[src/elp_pkg.sv]
package elp_pkg;

    localparam logic [2:0] PH_START  = 3'd0;
    localparam logic [2:0] PH_SRC    = 3'd1;
    localparam logic [2:0] PH_WS_DST = 3'd2;
    localparam logic [2:0] PH_DST    = 3'd3;
    localparam logic [2:0] PH_WS_WT  = 3'd4;
    localparam logic [2:0] PH_WT     = 3'd5;

    localparam logic [1:0] ST_OK    = 2'd0;
    localparam logic [1:0] ST_NOSRC = 2'd1;
    localparam logic [1:0] ST_NODST = 2'd2;
    localparam logic [1:0] ST_NOWT  = 2'd3;

    localparam logic [7:0] CH_NUL   = 8'd0;
    localparam logic [7:0] CH_TAB   = 8'd9;
    localparam logic [7:0] CH_LF    = 8'd10;
    localparam logic [7:0] CH_VT    = 8'd11;
    localparam logic [7:0] CH_FF    = 8'd12;
    localparam logic [7:0] CH_CR    = 8'd13;
    localparam logic [7:0] CH_SPACE = 8'd32;
    localparam logic [7:0] CH_HASH  = 8'd35;
    localparam logic [7:0] CH_ZERO  = 8'd48;
    localparam logic [7:0] CH_NINE  = 8'd57;

    localparam int unsigned VERTEX_W = 64;
    localparam int unsigned WEIGHT_W = 32;
    localparam int unsigned APB_AW   = 3;
    localparam int unsigned APB_DW   = 32;

    localparam logic REG_WEIGHTED_MODE = 1'b0;

    typedef logic [VERTEX_W-1:0] t_vertex;
    typedef logic [WEIGHT_W-1:0] t_weight;

    function automatic logic is_blank(input logic [7:0] b);
        return (b == CH_SPACE) || (b == CH_TAB) || (b == CH_VT) ||
               (b == CH_FF) || (b == CH_CR);
    endfunction

    function automatic logic is_digit(input logic [7:0] b);
        return (b >= CH_ZERO) && (b <= CH_NINE);
    endfunction

    // Multiply by ten and add a digit, saturating at the maximum value.
    function automatic t_vertex acc_vertex(input t_vertex a, input logic [3:0] d);
        logic [VERTEX_W+3:0] sum;
        sum = {1'b0, a, 3'b000} + {3'b000, a, 1'b0} + {{VERTEX_W{1'b0}}, d};
        return (sum[VERTEX_W+3:VERTEX_W] != 4'd0) ? {VERTEX_W{1'b1}} : sum[VERTEX_W-1:0];
    endfunction

    function automatic t_weight acc_weight(input t_weight a, input logic [3:0] d);
        logic [WEIGHT_W+3:0] sum;
        sum = {1'b0, a, 3'b000} + {3'b000, a, 1'b0} + {{WEIGHT_W{1'b0}}, d};
        return (sum[WEIGHT_W+3:WEIGHT_W] != 4'd0) ? {WEIGHT_W{1'b1}} : sum[WEIGHT_W-1:0];
    endfunction

endpackage

[src/elp_in_if.sv]
interface elp_in_if;
    logic       valid;
    logic       ready;
    logic [7:0] text_byte;
    logic       end_of_text;

    modport source (output valid, output text_byte, output end_of_text, input ready);
    modport sink (input valid, input text_byte, input end_of_text, output ready);
endinterface

[src/elp_out_if.sv]
interface elp_out_if;
    logic               valid;
    logic               ready;
    elp_pkg::t_vertex   source_vertex;
    elp_pkg::t_vertex   dest_vertex;
    elp_pkg::t_weight   edge_weight;
    logic [1:0]         line_status;

    modport source (output valid, output source_vertex, output dest_vertex,
                    output edge_weight, output line_status, input ready);
    modport sink (input valid, input source_vertex, input dest_vertex,
                  input edge_weight, input line_status, output ready);
endinterface

[src/edge_list_text_parser.sv]
// Parses a decimal edge list one text byte per beat and returns at most one edge beat per line.
// A byte is taken every cycle while results are taken; it is held in the input register and
// parsed from there, and the edge or error it causes is registered into the output register.
// The rate is set by the parse step, whose longest path is the 64-bit
// multiply-by-ten-and-add with saturation. The weighted_mode register at address 0 may only be
// written while no byte is in flight.
module edge_list_text_parser (
    input  logic                          i_clk,
    input  logic                          i_rst_n,
    input  logic                          psel,
    input  logic                          penable,
    input  logic                          pwrite,
    input  logic [elp_pkg::APB_AW-1:0]    paddr,
    input  logic [elp_pkg::APB_DW-1:0]    pwdata,
    output logic [elp_pkg::APB_DW-1:0]    prdata,
    output logic                          pready,
    elp_in_if.sink                        i_in,
    elp_out_if.source                     o_out
);

    logic              r_weighted_mode;

    logic              r_in_valid;
    logic [7:0]        r_in_byte;
    logic              r_in_eot;

    logic [2:0]        r_phase,  n_phase;
    logic              r_done,   n_done;
    elp_pkg::t_vertex  r_src,    n_src;
    elp_pkg::t_vertex  r_dst,    n_dst;
    elp_pkg::t_weight  r_wt,     n_wt;

    logic              r_out_valid;
    elp_pkg::t_vertex  r_out_src,    n_out_src;
    elp_pkg::t_vertex  r_out_dst,    n_out_dst;
    elp_pkg::t_weight  r_out_wt,     n_out_wt;
    logic [1:0]        r_out_status, n_out_status;
    logic              n_emit;

    logic              proc_adv;
    logic              in_take;
    logic [7:0]        cur_byte;
    logic              eol;
    logic              dig;
    logic              sp;
    logic [3:0]        dval;
    logic              reg_sel;

    assign reg_sel = (paddr[2] == elp_pkg::REG_WEIGHTED_MODE);
    assign pready  = 1'b1;
    assign prdata  = reg_sel ? {{(elp_pkg::APB_DW-1){1'b0}}, r_weighted_mode}
                             : {elp_pkg::APB_DW{1'b0}};

    always_ff @(posedge i_clk) begin
        if (!i_rst_n) begin
            r_weighted_mode <= 1'b0;
        end else if (psel && penable && pwrite && pready && reg_sel) begin
            r_weighted_mode <= pwdata[0];
        end
    end

    assign proc_adv   = r_in_valid && (!r_out_valid || o_out.ready);
    assign i_in.ready = !r_in_valid || proc_adv;
    assign in_take    = i_in.valid && i_in.ready;

    always_ff @(posedge i_clk) begin
        if (!i_rst_n) begin
            r_in_valid <= 1'b0;
        end else if (i_in.ready) begin
            r_in_valid <= i_in.valid;
        end
    end

    always_ff @(posedge i_clk) begin
        if (in_take) begin
            r_in_byte <= i_in.text_byte;
            r_in_eot  <= i_in.end_of_text;
        end
    end

    assign cur_byte = r_in_eot ? elp_pkg::CH_LF : r_in_byte;
    assign eol      = (cur_byte == elp_pkg::CH_LF);
    assign dig      = elp_pkg::is_digit(cur_byte);
    assign sp       = elp_pkg::is_blank(cur_byte);
    assign dval     = dig ? 4'(cur_byte - elp_pkg::CH_ZERO) : 4'd0;

    always_comb begin
        n_phase      = r_phase;
        n_done       = r_done;
        n_src        = r_src;
        n_dst        = r_dst;
        n_wt         = r_wt;
        n_emit       = 1'b0;
        n_out_src    = '0;
        n_out_dst    = '0;
        n_out_wt     = '0;
        n_out_status = elp_pkg::ST_OK;
        if (r_done) begin
            if (eol) begin
                n_done = 1'b0;
            end
        end else begin
            unique case (r_phase)
                elp_pkg::PH_START: begin
                    if (eol || sp) begin
                        n_phase = elp_pkg::PH_START;
                    end else if (cur_byte == elp_pkg::CH_NUL ||
                                 cur_byte == elp_pkg::CH_HASH) begin
                        n_done = 1'b1;
                    end else if (dig) begin
                        n_src   = {{(elp_pkg::VERTEX_W-4){1'b0}}, dval};
                        n_phase = elp_pkg::PH_SRC;
                    end else begin
                        n_done       = 1'b1;
                        n_emit       = 1'b1;
                        n_out_status = elp_pkg::ST_NOSRC;
                    end
                end
                elp_pkg::PH_SRC: begin
                    if (dig) begin
                        n_src = elp_pkg::acc_vertex(r_src, dval);
                    end else if (sp) begin
                        n_phase = elp_pkg::PH_WS_DST;
                    end else begin
                        n_phase      = elp_pkg::PH_START;
                        n_done       = !eol;
                        n_emit       = 1'b1;
                        n_out_status = elp_pkg::ST_NODST;
                    end
                end
                elp_pkg::PH_WS_DST: begin
                    if (sp) begin
                        n_phase = elp_pkg::PH_WS_DST;
                    end else if (dig) begin
                        n_dst   = {{(elp_pkg::VERTEX_W-4){1'b0}}, dval};
                        n_phase = elp_pkg::PH_DST;
                    end else begin
                        n_phase      = elp_pkg::PH_START;
                        n_done       = !eol;
                        n_emit       = 1'b1;
                        n_out_status = elp_pkg::ST_NODST;
                    end
                end
                elp_pkg::PH_DST: begin
                    if (dig) begin
                        n_dst = elp_pkg::acc_vertex(r_dst, dval);
                    end else if (!r_weighted_mode) begin
                        n_phase   = elp_pkg::PH_START;
                        n_done    = !eol;
                        n_emit    = 1'b1;
                        n_out_src = r_src;
                        n_out_dst = r_dst;
                        n_out_wt  = {{(elp_pkg::WEIGHT_W-1){1'b0}}, 1'b1};
                    end else if (sp) begin
                        n_phase = elp_pkg::PH_WS_WT;
                    end else begin
                        n_phase      = elp_pkg::PH_START;
                        n_done       = !eol;
                        n_emit       = 1'b1;
                        n_out_status = elp_pkg::ST_NOWT;
                    end
                end
                elp_pkg::PH_WS_WT: begin
                    if (sp) begin
                        n_phase = elp_pkg::PH_WS_WT;
                    end else if (dig) begin
                        n_wt    = {{(elp_pkg::WEIGHT_W-4){1'b0}}, dval};
                        n_phase = elp_pkg::PH_WT;
                    end else begin
                        n_phase      = elp_pkg::PH_START;
                        n_done       = !eol;
                        n_emit       = 1'b1;
                        n_out_status = elp_pkg::ST_NOWT;
                    end
                end
                elp_pkg::PH_WT: begin
                    if (dig) begin
                        n_wt = elp_pkg::acc_weight(r_wt, dval);
                    end else begin
                        n_phase   = elp_pkg::PH_START;
                        n_done    = !eol;
                        n_emit    = 1'b1;
                        n_out_src = r_src;
                        n_out_dst = r_dst;
                        n_out_wt  = r_wt;
                    end
                end
                default: begin
                    n_phase = elp_pkg::PH_START;
                    n_done  = !eol;
                end
            endcase
        end
    end

    always_ff @(posedge i_clk) begin
        if (!i_rst_n) begin
            r_phase <= elp_pkg::PH_START;
            r_done  <= 1'b0;
        end else if (proc_adv) begin
            r_phase <= n_phase;
            r_done  <= n_done;
        end
    end

    always_ff @(posedge i_clk) begin
        if (proc_adv) begin
            r_src <= n_src;
            r_dst <= n_dst;
            r_wt  <= n_wt;
        end
    end

    always_ff @(posedge i_clk) begin
        if (!i_rst_n) begin
            r_out_valid <= 1'b0;
        end else if (proc_adv && n_emit) begin
            r_out_valid <= 1'b1;
        end else if (o_out.ready) begin
            r_out_valid <= 1'b0;
        end
    end

    always_ff @(posedge i_clk) begin
        if (proc_adv && n_emit) begin
            r_out_src    <= n_out_src;
            r_out_dst    <= n_out_dst;
            r_out_wt     <= n_out_wt;
            r_out_status <= n_out_status;
        end
    end

    assign o_out.valid         = r_out_valid;
    assign o_out.source_vertex = r_out_src;
    assign o_out.dest_vertex   = r_out_dst;
    assign o_out.edge_weight   = r_out_wt;
    assign o_out.line_status   = r_out_status;

`ifndef NO_ASSERTIONS
    a_done_at_start: assert property (@(posedge i_clk) disable iff (!i_rst_n)
        r_done |-> (r_phase == elp_pkg::PH_START))
        else $error("line drop flag set outside line start");

    a_phase_range: assert property (@(posedge i_clk) disable iff (!i_rst_n)
        r_phase <= elp_pkg::PH_WT)
        else $error("parse phase out of range");

    a_error_zero: assert property (@(posedge i_clk) disable iff (!i_rst_n)
        (r_out_valid && r_out_status != elp_pkg::ST_OK) |->
        (r_out_src == '0 && r_out_dst == '0 && r_out_wt == '0))
        else $error("error result carries nonzero fields");

    a_in_hold: assert property (@(posedge i_clk) disable iff (!i_rst_n)
        (r_in_valid && !proc_adv) |=> (r_in_valid && $stable(r_in_byte) && $stable(r_in_eot)))
        else $error("stalled input byte lost or changed");
`endif

endmodule
[src/flat_wrapper.sv]
// flat-port wrapper written by rule: the top's interface ports become plain ports
module edge_list_text_parser_flat 
  (i_clk, i_rst_n, psel, penable, pwrite, paddr, pwdata, prdata, pready, i_in_valid, i_in_text_byte, i_in_end_of_text, i_in_ready, o_out_valid, o_out_source_vertex, o_out_dest_vertex, o_out_edge_weight, o_out_line_status, o_out_ready);
  elp_in_if i_in_i ();
  elp_out_if o_out_i ();
  input  logic i_clk;
  input  logic i_rst_n;
  input  logic psel;
  input  logic penable;
  input  logic pwrite;
  input  logic [elp_pkg::APB_AW-1:0] paddr;
  input  logic [elp_pkg::APB_DW-1:0] pwdata;
  output logic [elp_pkg::APB_DW-1:0] prdata;
  output logic pready;
  input wire logic [$bits(i_in_i.valid)-1:0] i_in_valid;
  input wire logic [$bits(i_in_i.text_byte)-1:0] i_in_text_byte;
  input wire logic [$bits(i_in_i.end_of_text)-1:0] i_in_end_of_text;
  output wire logic [$bits(i_in_i.ready)-1:0] i_in_ready;
  output wire logic [$bits(o_out_i.valid)-1:0] o_out_valid;
  output wire logic [$bits(o_out_i.source_vertex)-1:0] o_out_source_vertex;
  output wire logic [$bits(o_out_i.dest_vertex)-1:0] o_out_dest_vertex;
  output wire logic [$bits(o_out_i.edge_weight)-1:0] o_out_edge_weight;
  output wire logic [$bits(o_out_i.line_status)-1:0] o_out_line_status;
  input wire logic [$bits(o_out_i.ready)-1:0] o_out_ready;
  assign i_in_i.valid = i_in_valid;
  assign i_in_i.text_byte = i_in_text_byte;
  assign i_in_i.end_of_text = i_in_end_of_text;
  assign i_in_ready = i_in_i.ready;
  assign o_out_valid = o_out_i.valid;
  assign o_out_source_vertex = o_out_i.source_vertex;
  assign o_out_dest_vertex = o_out_i.dest_vertex;
  assign o_out_edge_weight = o_out_i.edge_weight;
  assign o_out_line_status = o_out_i.line_status;
  assign o_out_i.ready = o_out_ready;
  edge_list_text_parser u_core (.i_clk(i_clk), .i_rst_n(i_rst_n), .psel(psel), .penable(penable), .pwrite(pwrite), .paddr(paddr), .pwdata(pwdata), .prdata(prdata), .pready(pready), .i_in(i_in_i), .o_out(o_out_i));
endmodule
[config.mk]
export PLATFORM = sky130hd
export DESIGN_NAME = edge_list_text_parser_flat
export DESIGN_NICKNAME = d
export VERILOG_FILES = /design/src/elp_pkg.sv /design/src/elp_in_if.sv /design/src/elp_out_if.sv /design/src/edge_list_text_parser.sv /design/src/flat_wrapper.sv
export SDC_FILE = /design/constraint.sdc
export NUM_CORES = 1
export LEC_CHECK = 0
export ABC_AREA = 1
export BUFFER_PORTS_ARGS = -buffer_cell sky130_fd_sc_hd__buf_2
export CAP_MARGIN = 40
export CORE_UTILIZATION = 62
export DETAILED_ROUTE_END_ITERATION = 10
export PLACE_DENSITY = 0.88
export SLEW_MARGIN = 5
export SYNTH_ARGS = -nofsm -noshare
export SYNTH_HDL_FRONTEND = slang
export SYNTH_SLANG_ARGS = --single-unit
[constraint.sdc]
create_clock -name i_clk -period 17.1 [get_ports i_clk]
set_input_delay 1.71 -clock i_clk [delete_from_list [all_inputs] [get_ports i_clk]]
set_output_delay 1.71 -clock i_clk [all_outputs]
set_load 0.1 [all_outputs]
### After elaboration in Yosys (flattened, before gate mapping)

Cells that the tools add are included.

* logic and storage cells: 164
* output and inout bits: 197
* input bits: 51
* bits in registers: 338

* eq/ne operators: 27
* bitwise operators: 2
* reductions and logical operators: 32
* $lt $le $gt $ge: 2
* add/sub/neg operators: 7
* muxes and demuxes: 80

Operator list (count)
* $mux W64: 14
* $pmux W64 S2: 4
* $mux W32: 6
* $add A67 B65 Y68: 2
* $add A68 B4 Y68: 2
* $pmux W32 S2: 2
* $eq A8 B4 Y1 const B: 5
* $add A35 B33 Y36: 1
* $add A36 B4 Y36: 1
* $mux W3: 11
* $mux W2: 13
* $mux W1: 24
* $pmux W3 S6: 1
* $eq A8 B6 Y1 const B: 2
* $ne A2 B2 Y1 const B: 7
* $reduce_and A7 Y1: 2
* $ne A2 B1 Y1 const B: 6
* $reduce_and A6 Y1: 2
* $reduce_bool A4 Y1: 3
* $pmux W1 S5: 2
* $pmux W2 S5: 1
* $ge A8 B6 Y1 const B: 1
* $le A8 B6 Y1 const B: 1
* $logic_not A8 Y1: 1
* 15 further kinds: 36

### Depth between registers and ports, before layout

* depth after elaboration: 13
* depth in mapped cells: 30
* depth with buffers taken out: 27

### Worst setup path before layout

No wires, ideal clock.

* kind: input to register
* from: in o_out_ready
* to: reg u_core.r_dst[0] (enable)
* stages: 6
* buffers on the path: 0
* setup slack: 4.185 ns
* arrival: 12.089 ns
* required time: 16.274 ns
* setup time: 0.826 ns
* cells stage by stage: inv_1 -> nand2_1 -> nand2_1 -> nor2_1 -> inv_1 -> a2111oi_0

* cells in the longest elaborated chain, start to end: 3

Ends and longest elaborated chain
* start, declared: RTL line flat_wrapper.sv:24 `input wire logic [$bits(o_out_i.ready)-1:0] o_out_ready;`
* $logic_or A1 B1 Y1: RTL line edge_list_text_parser.sv:62 `assign proc_adv = r_in_valid && (!r_out_valid || o_out.ready);`
* $logic_and A1 B1 Y1: RTL line edge_list_text_parser.sv:62
* $reduce_and A6 Y1 (no source line)
* end signal, assigned: RTL line edge_list_text_parser.sv:209 `r_dst <= n_dst;`
* end, declared: RTL line edge_list_text_parser.sv:30 `elp_pkg::t_vertex r_dst, n_dst;`

Every way passes these cells.
A chain may end at the register's enable or synchronous reset.

### Worst setup path after layout

* from: reg u_core.r_in_eot
* to: reg u_core.r_dst[36] (data pin)

* cells in the longest elaborated chain, start to end: 9
* elaborated cells between the ends (all ways): 11
* classes of those cells: add/sub (2); order compare (2); mux (5); reduce/logical (2)

Ends and longest elaborated chain
* start, declared: RTL line edge_list_text_parser.sv:25 `logic r_in_eot;`
* start signal, assigned: RTL line edge_list_text_parser.sv:77 `r_in_eot <= i_in.end_of_text;`
* $mux W8 (*): RTL line edge_list_text_parser.sv:81 `assign cur_byte = r_in_eot ? elp_pkg::CH_LF : r_in_byte;`
* $ge A8 B6 Y1 or $le A8 B6 Y1 (tied branches): RTL line elp_pkg.sv:42 `return (b >= CH_ZERO) && (b <= CH_NINE);`
* $logic_and A1 B1 Y1: RTL line elp_pkg.sv:42
* $mux W4 (*): RTL line edge_list_text_parser.sv:85 `assign dval = dig ? 4'(cur_byte - elp_pkg::CH_ZERO) : 4'd0;`
* $add A68 B4 Y68 (*): RTL line elp_pkg.sv:48 `sum = {1'b0, a, 3'b000} + {3'b000, a, 1'b0} + {{VERTEX_W{1'b0}}, d};`
* $reduce_bool A4 Y1: RTL line elp_pkg.sv:49 `return (sum[VERTEX_W+3:VERTEX_W] != 4'd0) ? {VERTEX_W{1'b1}} : sum[VERTEX_W-1:0];`
* $mux W64 (*): RTL line elp_pkg.sv:49
* $mux W64 (*): RTL line edge_list_text_parser.sv:145 `if (dig) begin`
* $pmux W64 S2 (*): RTL line edge_list_text_parser.sv:103 `unique case (r_phase)`

Mark *: on every way between the ends. The rest lies on a longest branch, timed or not. The select of a mux whose other input is x is not followed.

==> results.json <==
{
  "status": "complete, no violations",
  "ff2ff_setup_slack_ns": 11.57,
  "grt_start_max_net_pins": 84,
  "drv_cap": 0,
  "holdWs_ns": 0.528,
  "hold_buffers": 0,
  "globalRouteMet1Util_pct": 39.7,
  "max_freq_ghz": 0.181,
  "worst_slack_ns": 11.57,
  "via_per_inst": 5.30,
  "worst-slew-pin-transition_ns": 0.901,
  "tns_ns": 0,
  "finalClockSkew_ns": 0.0151,
  "cp_top_family": "simple AND/OR/NAND/NOR gates",
  "met3_usage_pct": 3.85,
  "leakagePower_uw": 0.0166,
  "root_buffer": "clkbuf_16",
  "synth-seq-cells": 338,
  "met2_usage_pct": 58.5,
  "die_area_um2": 46900,
  "die_x_um": 217,
  "cp.required_ns": 17.38,
  "area_delta_synth_final_pct": 8.99,
  "drc": 0,
  "grt_pass1_vias": 24500,
  "period_needed_ns": 5.53,
  "power_density_nw_per_um2": 65.4,
  "grt-ovfl-total": 0,
  "rsz0062_at_grt": "no",
  "min-delay-start": "u_core.o_out.valid",
  "synth_area_per_cell_um2": 7.30,
  "path_depth": 25,
  "worstPathArrival_ns": 5.80,
  "yosysTopAreaCell": "edfxtp_1",
  "post-place-ws_ns": 11.67,
  "worstHoldPathCells": 2,
  "ys_seq_area_share_pct": 35.3,
  "grt.busiest_layer": "met2",
  "cts_tree": "done",
  "core_um2": 45400,
  "die_height_um": 217,
  "setup.worst_path.end_class": "flip-flop",
  "crit_slowest_cell": "nor2_1",
  "cpPeakStageDelay_ns": 0.62,
  "synth_cells": 3912,
  "start_util_pct": 62.9,
  "postCtsSetupBuffers": 0,
  "clock-sinks": 338,
  "min_period_over_period_pct": 32.3,
  "relSlewSlack_pct": 39.9,
  "cts.reportedPaths.clkPinSlew_ns": 0.06,
  "ff2ff_path_depth": 25,
  "cts_made_buffers": 38,
  "rr_startpoint": "u_core.r_in_eot",
  "cts.htree.levels": 2,
  "slew_viol_final": 0,
  "finalSetupViolCount": 0,
  "drt_wl_total_um": 76600,
  "crit_type": "reg -> reg",
  "insertion_delay_ns": 0.57,
  "dr.first_iter.drc_count": 1839,
  "cp_common_cell": "nand2_1",
  "netlist_area_um2": 28600,
  "synth_cell_types": 44,
  "io_buffers": 182,
  "cp_num_buf_inv": 2,
  "grt_pass1_wl_um": 123000,
  "antenna_found_initial": 0,
  "io_pins": 248,
  "crit_fanout": 57,
  "yosysTopAreaCellShare_pct": 34.8,
  "worstHoldPathType": "reg -> reg",
  "track_usage_pct": 32.9,
  "synth_area_leaders": "edfxtp_1 35%, nand2_1 16%, ha_1 14%, inv_1 9.1%, nor2_1 6.2%",
  "hold_path_end": "u_core.o_out.valid",
  "drt.antenna.violating_nets": 0,
  "fp-row-count": 78,
  "drive_above_1_share_pct": 9.80,
  "num_vias": 25000,
  "ir_drop_mv": 0.113,
  "ys_warn_count": 0,
  "finalHoldViolations": 0,
  "wl_per_cell_um": 16.2,
  "total_power_uw": 2040,
  "reg2reg_to": "u_core.r_dst[36]",
  "clockBufferDepth": 3,
  "drt_first_pass_iters": 6,
  "num_antenna_cells": 0,
  "place_hpwl_um": 60000,
  "num-nets-final": 4469,
  "worstSetupStartpointType": "flip-flop",
  "gp_congestion": 1.00,
  "cts_resized": 0
}
[worst register-to-register path, delay by kind of cell (launching register included)]
kind,cells,cell delay [ns]
xor+xnor,1,0.19
fa+ha+maj,2,0.48
buf+inv,2,0.14
flops,1,0.46
compound gates,2,0.33
simple gates,18,3.64
[area by class of cell]
type | instances | area [um2]
clock inverters | 20 | 206
repair buffers | 194 | 1030
clock buffers | 48 | 1020
well taps | 600 | 751
fillers | 3808 | 14300
multi-input cells | 2828 | 15400
flip-flops and latches | 338 | 10100
inverters | 695 | 2610
[where the power goes]
group          internal, uW  switching, uW  leakage, uW
Clock                   472            343     0.000590
Combinational          31.7            246       0.0128
Sequential              935           9.24      0.00322
Total                  1440            598       0.0166
[cells by family (layout without fill, tap and decap cells)]
logic type,count (synthesis),in the layout,synth area share (%)
adders and majority gates,323,323,14.2
AOI/OAI and AO/OA,318,318,6.16
DFF,338,338,35.3
and+or+nand+nor,2037,2037,29.5
buffers and inverters,776,957,11.2
xor gates and xnor gates,118,118,3.62
other,2,32,0.0263
[worst max path at each step]
stage	startpoint	to	slack [ns]
global placement	u_core.r_in_eot	u_core.r_wt[29]	11.75
floorplan	o_out_ready	u_core.r_dst[0]	4.18
detailed placement	u_core.r_in_eot	u_core.r_dst[36]	11.67
CTS	u_core.r_in_eot	u_core.r_dst[36]	11.62
global route	u_core.r_in_eot	u_core.r_dst[14]	10.93
finish	u_core.r_in_eot	u_core.r_dst[36]	11.57
[cells in the final DEF (no fill, tap or decap), drive strengths merged, types with 26 or more instances in the layout]
| cell | synthesis | final |
|---|---|---|
| inv | 695 | 697 |
| xor2 | 80 | 80 |
| nor2 | 495 | 495 |
| nand2 | 1314 | 1314 |
| ha | 320 | 320 |
| edfxtp | 331 | 331 |
| conb | 2 | 32 |
| o21ai | 63 | 63 |
| clkbuf | 17 | 48 |
| o21bai | 37 | 37 |
| a21oi | 194 | 194 |
| nand3 | 139 | 139 |
| nor3 | 26 | 26 |
| buf | 64 | 194 |
| xnor2 | 38 | 38 |
[cell usage after synthesis (all sizes together)]
cell and number:
a2111oi 1, a211oi 1, a21boi 2, a21o 2
a21oi 194, a31o 1, a31oi 13, and2 10
and3 6, buf 64, clkbuf 17, conb 2
dfxtp 7, edfxtp 331, fa 3, ha 320
inv 695, nand2 1314, nand3 139, nand3b 2
nand4 24, nor2 495, nor3 26, nor4 11
o211ai 2, o21a 1, o21ai 63, o21bai 37
o311a 1, or2 10, xnor2 38, xor2 80
[layer usage]
layer / part of all wire, % / routed length (um)
met5: 0 / 0
met2: 49 / 37800
met4: 4.6 / 3500
met3: 5.0 / 3840
met1: 41 / 31500
[flip-flops by register name (all words and copies together) (netlist names)]
name / flops
u_core.r_in_valid: 1
u_core.o_out.valid: 1
u_core.r_done: 1
u_core.o_out.source_vertex: 64
u_core.r_in_eot: 1
u_core.r_dst: 64
u_core.r_weighted_mode: 1
u_core.r_phase: 3
u_core.r_wt: 32
u_core.r_in_byte: 8
u_core.o_out.edge_weight: 32
u_core.r_src: 64
u_core.o_out.dest_vertex: 64
u_core.o_out.line_status: 2
[stage by stage]
stage	cells	util [%]	area [um2]
after CTS	4723	68.6	31100
after detailed placement	4655	65.9	29900
after floorplan	3942	-	28700
after global routing	4723	68.6	31100
after global placement	4653	65.8	29900
final	4723	68.6	31100
Note: power is estimated with default switching activity, not from simulation.
